--- src/hw/rtl/wgm_pkg.sv ---
package wgm_pkg;

    // largest pattern the registers can hold
    localparam int PATTERN_MAX = 16;
    localparam int PAT_BYTES   = 16;

    // apb geometry: 64-bit registers at 8-byte strides
    localparam int ADDR_W = 5;
    localparam int DATA_W = 64;
    localparam int LEN_W  = 5;

    // wildcard codes
    localparam logic [7:0] STAR_CODE     = 8'h2A;
    localparam logic [7:0] QUESTION_CODE = 8'h3F;

    // register indexes (paddr[4:3])
    typedef enum logic [1:0] {
        REG_PAT_LOW  = 2'd0,
        REG_PAT_HIGH = 2'd1,
        REG_PAT_LEN  = 2'd2
    } t_reg_idx;

    // decoded pattern handed from the register block to the match logic
    typedef struct packed {
        logic [PAT_BYTES*8-1:0] bytes;
        logic [PAT_BYTES-1:0]   star;
        logic [PAT_BYTES-1:0]   quest;
        logic [PAT_BYTES-1:0]   used;
        logic [LEN_W-1:0]       len;
    } t_pat_info;

endpackage

--- src/hw/rtl/wgm_cfg.sv ---
module wgm_cfg #(
    parameter int P_PATTERN_MAX = wgm_pkg::PATTERN_MAX
) (
    input  logic                       i_clk,
    input  logic                       i_rst_n,
    input  logic                       psel,
    input  logic                       penable,
    input  logic                       pwrite,
    input  logic [wgm_pkg::ADDR_W-1:0] paddr,
    input  logic [wgm_pkg::DATA_W-1:0] pwdata,
    output logic [wgm_pkg::DATA_W-1:0] prdata,
    output logic                       pready,
    output wgm_pkg::t_pat_info         o_pat
);

    logic [wgm_pkg::DATA_W-1:0] r_pat_low;
    logic [wgm_pkg::DATA_W-1:0] r_pat_high;
    logic [wgm_pkg::LEN_W-1:0]  r_pat_len;
    wgm_pkg::t_reg_idx          idx;
    logic                       wr_en;
    logic [wgm_pkg::LEN_W-1:0]  lim;
    logic [wgm_pkg::LEN_W-1:0]  eff;
    logic [wgm_pkg::PAT_BYTES*8-1:0] bytes;

    assign pready = 1'b1;
    assign idx    = wgm_pkg::t_reg_idx'(paddr[4:3]);
    assign wr_en  = psel && penable && pwrite && pready;

    // register writes
    always_ff @(posedge i_clk) begin
        if (!i_rst_n) begin
            r_pat_low  <= '0;
            r_pat_high <= '0;
            r_pat_len  <= '0;
        end else if (wr_en) begin
            case (idx)
                wgm_pkg::REG_PAT_LOW:  r_pat_low  <= pwdata;
                wgm_pkg::REG_PAT_HIGH: r_pat_high <= pwdata;
                wgm_pkg::REG_PAT_LEN:  r_pat_len  <= pwdata[wgm_pkg::LEN_W-1:0];
                default: ;
            endcase
        end
    end

    // register reads
    always_comb begin
        case (idx)
            wgm_pkg::REG_PAT_LOW:  prdata = r_pat_low;
            wgm_pkg::REG_PAT_HIGH: prdata = r_pat_high;
            wgm_pkg::REG_PAT_LEN:  prdata = {{(wgm_pkg::DATA_W-wgm_pkg::LEN_W){1'b0}}, r_pat_len};
            default:               prdata = '0;
        endcase
    end

    assign bytes = {r_pat_high, r_pat_low};

    // effective length: clamp, then cut at the first zero byte
    always_comb begin
        lim = (r_pat_len > wgm_pkg::LEN_W'(P_PATTERN_MAX)) ?
              wgm_pkg::LEN_W'(P_PATTERN_MAX) : r_pat_len;
        eff = lim;
        for (int k = wgm_pkg::PAT_BYTES - 1; k >= 0; k--) begin
            if ((wgm_pkg::LEN_W'(k) < lim) && (bytes[8*k +: 8] == 8'h00)) begin
                eff = wgm_pkg::LEN_W'(k);
            end
        end
    end

    // per-position class masks
    always_comb begin
        o_pat.bytes = bytes;
        o_pat.len   = eff;
        for (int k = 0; k < wgm_pkg::PAT_BYTES; k++) begin
            o_pat.star[k]  = (bytes[8*k +: 8] == wgm_pkg::STAR_CODE);
            o_pat.quest[k] = (bytes[8*k +: 8] == wgm_pkg::QUESTION_CODE);
            o_pat.used[k]  = (wgm_pkg::LEN_W'(k) < eff);
        end
    end

endmodule

--- src/hw/rtl/wgm_step.sv ---
module wgm_step #(
    parameter int P_PATTERN_MAX = wgm_pkg::PATTERN_MAX
) (
    input  wgm_pkg::t_pat_info   i_pat,
    input  logic                 i_at_start,
    input  logic [P_PATTERN_MAX:0] i_active,
    input  logic [7:0]           i_char,
    input  logic                 i_has,
    output logic [P_PATTERN_MAX:0] o_next,
    output logic                 o_matched
);

    logic [P_PATTERN_MAX:0] v_start;
    logic [P_PATTERN_MAX:0] v_cur;
    logic [P_PATTERN_MAX:0] v_nxt;
    logic [P_PATTERN_MAX:0] v_after;

    // a live star lets the position after it go live too
    function automatic logic [P_PATTERN_MAX:0] star_close(
        input logic [P_PATTERN_MAX:0] set,
        input wgm_pkg::t_pat_info     pat
    );
        logic [P_PATTERN_MAX:0] res;
        res = set;
        for (int i = 0; i < P_PATTERN_MAX; i++) begin
            if (res[i] && pat.used[i] && pat.star[i]) begin
                res[i+1] = 1'b1;
            end
        end
        return res;
    endfunction

    // closed set before the byte
    always_comb begin
        v_start = i_at_start ? {{P_PATTERN_MAX{1'b0}}, 1'b1} : i_active;
        v_cur   = star_close(v_start, i_pat);
    end

    // advance positions over one text byte
    always_comb begin
        v_nxt = '0;
        for (int i = 0; i < P_PATTERN_MAX; i++) begin
            if (v_cur[i] && i_pat.used[i]) begin
                if (i_pat.star[i]) begin
                    v_nxt[i] = 1'b1;
                end else if (i_pat.quest[i] || (i_pat.bytes[8*i +: 8] == i_char)) begin
                    v_nxt[i+1] = 1'b1;
                end
            end
        end
        v_after = star_close(v_nxt, i_pat);
        o_next  = i_has ? v_after : v_cur;
    end

    // whole pattern consumed
    always_comb begin
        o_matched = 1'b0;
        for (int j = 0; j <= P_PATTERN_MAX; j++) begin
            if (i_pat.len == wgm_pkg::LEN_W'(j)) begin
                o_matched = o_next[j];
            end
        end
    end

endmodule

--- src/hw/rtl/wildcard_glob_matcher.sv ---
// channel   | dir | tdata                    | tuser        | tlast
// s (text)  | in  | [7:0] char_code          | [0] has_char | last
// m (match) | out | [0] matched, [7:1] zero  | -            | -
// apb       | io  | 0x00 pattern low, 0x08 pattern high, 0x10 pattern length
//
// one text byte per cycle unless a stalled result blocks input
// a result passes the input register and then the result register around one position update
// synchronous active-low reset clears the position set and both valid flags
// a stalled result blocks input only once the input register also holds a last item
module wildcard_glob_matcher #(
    parameter int P_PATTERN_MAX = wgm_pkg::PATTERN_MAX
) (
    input  logic                       i_clk,
    input  logic                       i_rst_n,
    input  logic                       i_s_tvalid,
    output logic                       o_s_tready,
    input  logic [7:0]                 i_s_tdata,   // [7:0] char_code
    input  logic [0:0]                 i_s_tuser,   // [0] has_char
    input  logic                       i_s_tlast,
    output logic                       o_m_tvalid,
    input  logic                       i_m_tready,
    output logic [7:0]                 o_m_tdata,   // [0] matched, [7:1] zero
    input  logic                       psel,
    input  logic                       penable,
    input  logic                       pwrite,
    input  logic [wgm_pkg::ADDR_W-1:0] paddr,
    input  logic [wgm_pkg::DATA_W-1:0] pwdata,
    output logic [wgm_pkg::DATA_W-1:0] prdata,
    output logic                       pready
);

    wgm_pkg::t_pat_info pat;

    logic                   r_in_valid;
    logic [7:0]             r_in_char;
    logic                   r_in_has;
    logic                   r_in_last;
    logic                   r_at_start;
    logic [P_PATTERN_MAX:0] r_active;
    logic                   r_out_valid;
    logic                   r_out_matched;

    logic                   has_eff;
    logic                   adv;
    logic [P_PATTERN_MAX:0] n_active;
    logic                   n_matched;

    wgm_cfg #(.P_PATTERN_MAX(P_PATTERN_MAX)) u_cfg (
        .i_clk   (i_clk),
        .i_rst_n (i_rst_n),
        .psel    (psel),
        .penable (penable),
        .pwrite  (pwrite),
        .paddr   (paddr),
        .pwdata  (pwdata),
        .prdata  (prdata),
        .pready  (pready),
        .o_pat   (pat)
    );

    wgm_step #(.P_PATTERN_MAX(P_PATTERN_MAX)) u_step (
        .i_pat      (pat),
        .i_at_start (r_at_start),
        .i_active   (r_active),
        .i_char     (r_in_char),
        .i_has      (has_eff),
        .o_next     (n_active),
        .o_matched  (n_matched)
    );

    // handshake: registered item moves on unless its result has nowhere to go
    assign has_eff    = r_in_has && (r_in_char != 8'h00);
    assign adv        = r_in_valid && (!r_in_last || !r_out_valid || i_m_tready);
    assign o_s_tready = !r_in_valid || adv;

    // input register
    always_ff @(posedge i_clk) begin
        if (!i_rst_n) begin
            r_in_valid <= 1'b0;
        end else if (o_s_tready) begin
            r_in_valid <= i_s_tvalid;
        end
    end

    always_ff @(posedge i_clk) begin
        if (o_s_tready && i_s_tvalid) begin
            r_in_char <= i_s_tdata;
            r_in_has  <= i_s_tuser[0];
            r_in_last <= i_s_tlast;
        end
    end

    // position state
    always_ff @(posedge i_clk) begin
        if (!i_rst_n) begin
            r_at_start <= 1'b1;
            r_active   <= '0;
        end else if (adv) begin
            if (r_in_last) begin
                r_at_start <= 1'b1;
                r_active   <= '0;
            end else if (has_eff) begin
                r_at_start <= 1'b0;
                r_active   <= n_active;
            end
        end
    end

    // result register
    always_ff @(posedge i_clk) begin
        if (!i_rst_n) begin
            r_out_valid <= 1'b0;
        end else if (adv && r_in_last) begin
            r_out_valid <= 1'b1;
        end else if (i_m_tready) begin
            r_out_valid <= 1'b0;
        end
    end

    always_ff @(posedge i_clk) begin
        if (adv && r_in_last) begin
            r_out_matched <= n_matched;
        end
    end

    assign o_m_tvalid = r_out_valid;
    assign o_m_tdata  = {7'b0, r_out_matched};

endmodule

--- config.mk ---
export PLATFORM = sky130hd
export DESIGN_NAME = wildcard_glob_matcher
export DESIGN_NICKNAME = d
export VERILOG_FILES = /design/src/hw/rtl/wgm_pkg.sv /design/src/hw/rtl/wgm_cfg.sv /design/src/hw/rtl/wgm_step.sv /design/src/hw/rtl/wildcard_glob_matcher.sv
export SDC_FILE = /design/constraint.sdc
export NUM_CORES = 1
export LEC_CHECK = 0
export BUFFER_PORTS_ARGS = -buffer_cell sky130_fd_sc_hd__clkbuf_2
export CORE_MARGIN = 2
export CORE_UTILIZATION = 30
export CTS_BUF_LIST = sky130_fd_sc_hd__clkbuf_16
export DETAILED_ROUTE_END_ITERATION = 8
export GPL_TIMING_DRIVEN = 0
export SYNTH_ARGS = -nofsm -noshare
export SYNTH_HDL_FRONTEND = slang
export SYNTH_SLANG_ARGS = --single-unit
--- constraint.sdc ---
create_clock -name i_clk -period 6.5 [get_ports i_clk]
set_clock_uncertainty 0.05 [all_clocks]
set_input_delay 0.325 -clock i_clk [delete_from_list [all_inputs] [get_ports i_clk]]
set_output_delay 0.325 -clock i_clk [all_outputs]
set_load 0.01 [all_outputs]
==> results.md <==
* Starting density of the core at between 30 and 40%
* Dpl hpwl at 36700 microns
* Cells after Synth at 1548
* Htree depth at 4
* WL final at roughly 48000 microns
* Crit-path max FO at 6
* Mapped Avg Cell Area at 7.49 sq um
* Critical Path AT at 5.99 ns
* Initial antenna violation count at 0
* Pins over their slew limit at 0
* Peak supply drop at between 100 and 150 uV
* Syn. warnings at 0
* Worst-margin pin slew at between 1 and 1.5 ns
* Post-route cell area at roughly 14000 sq um
* Final hold vios at 0
* Final period util at 88.9%
* Via count at 12.5k
* Die width at about 200 microns
* DRT iter0 DRCs at around 1.4k
* Setup violations, final at 0
* Synth cell types at 86
* Critical Path Start Type: flip-flop
* Vias per cell at ~5.6
* Number of remaining DRC errors at 0
* Max_cap viols at 0
* Clk slew on worst S/H paths at around 0.070 ns
* FF+latch count, synth at between 150 and 200
* Post-Syn Area at roughly 12000 sq um
* Sum of negative setup slack at 0 ns
* DR WL/cell at about 21 microns
* Root buffer cell: clkbuf_16
* CORE AREA at approximately 38000 sq um
* Placer Congestion at about 1
* First-pass GRT wire length at between 70000 and 80000 microns
* DP Area at about 13000 sq um
* Tmin final at 5.78 ns
* Ys flop type: dfxtp_1
* Post-CTS Setup Inserts at 0
* Layout net count at approximately 1.8k
* Power per cell area at 181 nW/um^2
* RSZ-0062 raised after global routing: false
* P&R area growth vs syn at 17.6%
* Setup crit end kind: flip-flop
* Status: complete, no violations
* CTS Buf Count at 17
* Die area at 40200 sq um
* Pre-CTS setup slack at roughly 0.97 ns
* Final non-filler cell total at roughly 2.3k
* Hold WC Path Type: in2reg
* Worst path required time at approximately 6.7 ns
* Die Y at about 200 microns
* TritonRoute pass-1 iters at 6
* Fmax at between 150 and 200 MHz
* Port bufs at 147
* R2R setup slack at about 0.7 ns
* Post-synth EDFFs at 11
* Register area share after synthesis at between 20% and 30%
* IO Count at about 160
* Worst slew margin at approximately 4.5%
* P_leak at approximately 4.9 nW
* # diodes at 0
* Vias in the first global route at 11.9k
* Placed cell count at about 2.2k
* # resized after CTS at 0
* Setup ws final at between 0.7 and 0.8 ns
* GR Util All Layers at a little under a quarter
* # hold bufs at CTS at 3
* TritonCTS clock tree: yes
* ANT nets after route at 0
* Worst setup path category: reg2reg
* Grt ovf at 0
* Async S/R FF share, synth at 0%
* Bufs on Longest Clock Path at 2
* CTS Sinks at ~160
* Share of layout cells above drive strength 1 at a little over an eighth
* Pin count of the biggest net entering global routing at 17
* Clock Latency Late Sink at 0.45 ns
* Row count at just over 70
==> per-layer routing <==
metal / track usage, % / up-vias / routed length, microns
met2: 38.4 / 565 / 22200
li1: - / 5794 / -
met1: 30.5 / 6057 / 20900
met4: 11.0 / 0 / 2270
met3: 2.63 / 104 / 3150
met5: 0 / - / 0
==> critical path: stages, from the launching register on <==
cell       delay, ns
dfxtp_1         0.37
nor4_1          0.58
nor2b_1         0.34
a21oi_1         0.17
a211oi_1        0.62
a21oi_1         0.30
or3_1           0.43
o311ai_1        0.56
nand2_1         0.19
a2111oi_0       0.72
or3_1           0.20
a31oi_1         0.11
a211oi_1        0.38
a21oi_1         0.08
a31o_1          0.23
a41oi_1         0.27
==> cell type report <==
class	instances	area, sq um
Multi-Input combinational cell	1272	7740
Fill cell	4133	24700
Buffer	108	460
Inverter	10	37.5
Clock buffer	17	425
Tap cell	518	648
Timing Repair Buffer	151	777
Sequential cell	164	3390
Clock inverter	15	154
==> path summary, 6_finish.rpt <==
path,start,end,cells after the start
setup / recovery,u_cfg.r_pat_low[18],r_out_matched,15
hold / removal,i_s_tdata[7],r_in_char[7],1
setup reg to reg,u_cfg.r_pat_low[18],r_out_matched,15
hold reg to reg,r_active[16],r_active[16],2
==> flip-flops by register name, indices dropped and copies added (netlist names), 5 cells and up <==
register	cells
r_active	17
r_in_char	8
u_cfg.r_pat_high	64
u_cfg.r_pat_len	5
u_cfg.r_pat_low	64
==> synth_stat cells (6+ instances only) <==
cell type | n | area share, %
nand4_1 | 37 | 2.0
o22ai_1 | 6 | 0.32
xnor2_1 | 64 | 4.8
a21o_1 | 7 | 0.45
nand2_1 | 331 | 11
nor3_1 | 29 | 1.3
clkbuf_1 | 82 | 2.7
buf_4 | 9 | 0.58
mux2i_1 | 69 | 6.0
dfxtp_1 | 153 | 26
and3_1 | 11 | 0.59
and2_1 | 16 | 0.86
xor2_1 | 64 | 4.8
or2_2 | 13 | 0.70
o21a_1 | 9 | 0.58
nor2_1 | 129 | 4.2
o211ai_1 | 8 | 0.52
a21oi_1 | 40 | 1.7
nand3_1 | 31 | 1.3
buf_1 | 10 | 0.32
a211oi_1 | 9 | 0.58
inv_1 | 10 | 0.32
a22oi_1 | 10 | 0.65
nand2b_1 | 9 | 0.49
a21boi_0 | 134 | 8.7
o21ai_0 | 43 | 1.9
a31oi_1 | 13 | 0.70
nor4_1 | 36 | 1.9
nor2b_1 | 26 | 1.4
or3_1 | 16 | 0.86
edfxtp_1 | 11 | 2.8
==> cells by family (layout without fill, tap and decap cells) <==
logic type	count (synthesis)	count (layout)	synth area share (%)
other cells	2	8	0.0648
simple gates	714	714	28.6
compound gates	353	353	22.1
flops	164	164	29.3
mux	69	69	5.96
xor+xnor	128	128	9.67
buf+inv	118	301	4.30
==> layout by cell type (no fill, tap or decap), drive strengths merged, types with 16 or more instances in the layout <==
cell type and n:
a21oi 40, or3 16, nand4 37, xor2 64
mux2i 69, nand2 331, and2 17, xnor2 64
buf 27, dfxtp 153, a21boi 136, nor3 30
nor2b 26, nor2 129, nor4 37, inv 16
nand3 31, clkbuf 246, o21ai 45
==> per-stage QoR <==
stage	hold WS [ns]	total power, mW	utilization, %
global placement	0.395	1.43	33.9
CTS	0.00167	2.46	35.5
finish	0.0111	2.46	35.5
global route	0.00122	2.53	35.5
detailed placement	0.411	1.43	33.9
floorplan	0.374	1.29	-
==> report_power, final <==
part           internal (mW)  switching (mW)
logic                  0.128           0.238
registers               1.03          0.0216
clock network          0.569           0.474
total                   1.73           0.734
Power figures use the tool's default switching activity.
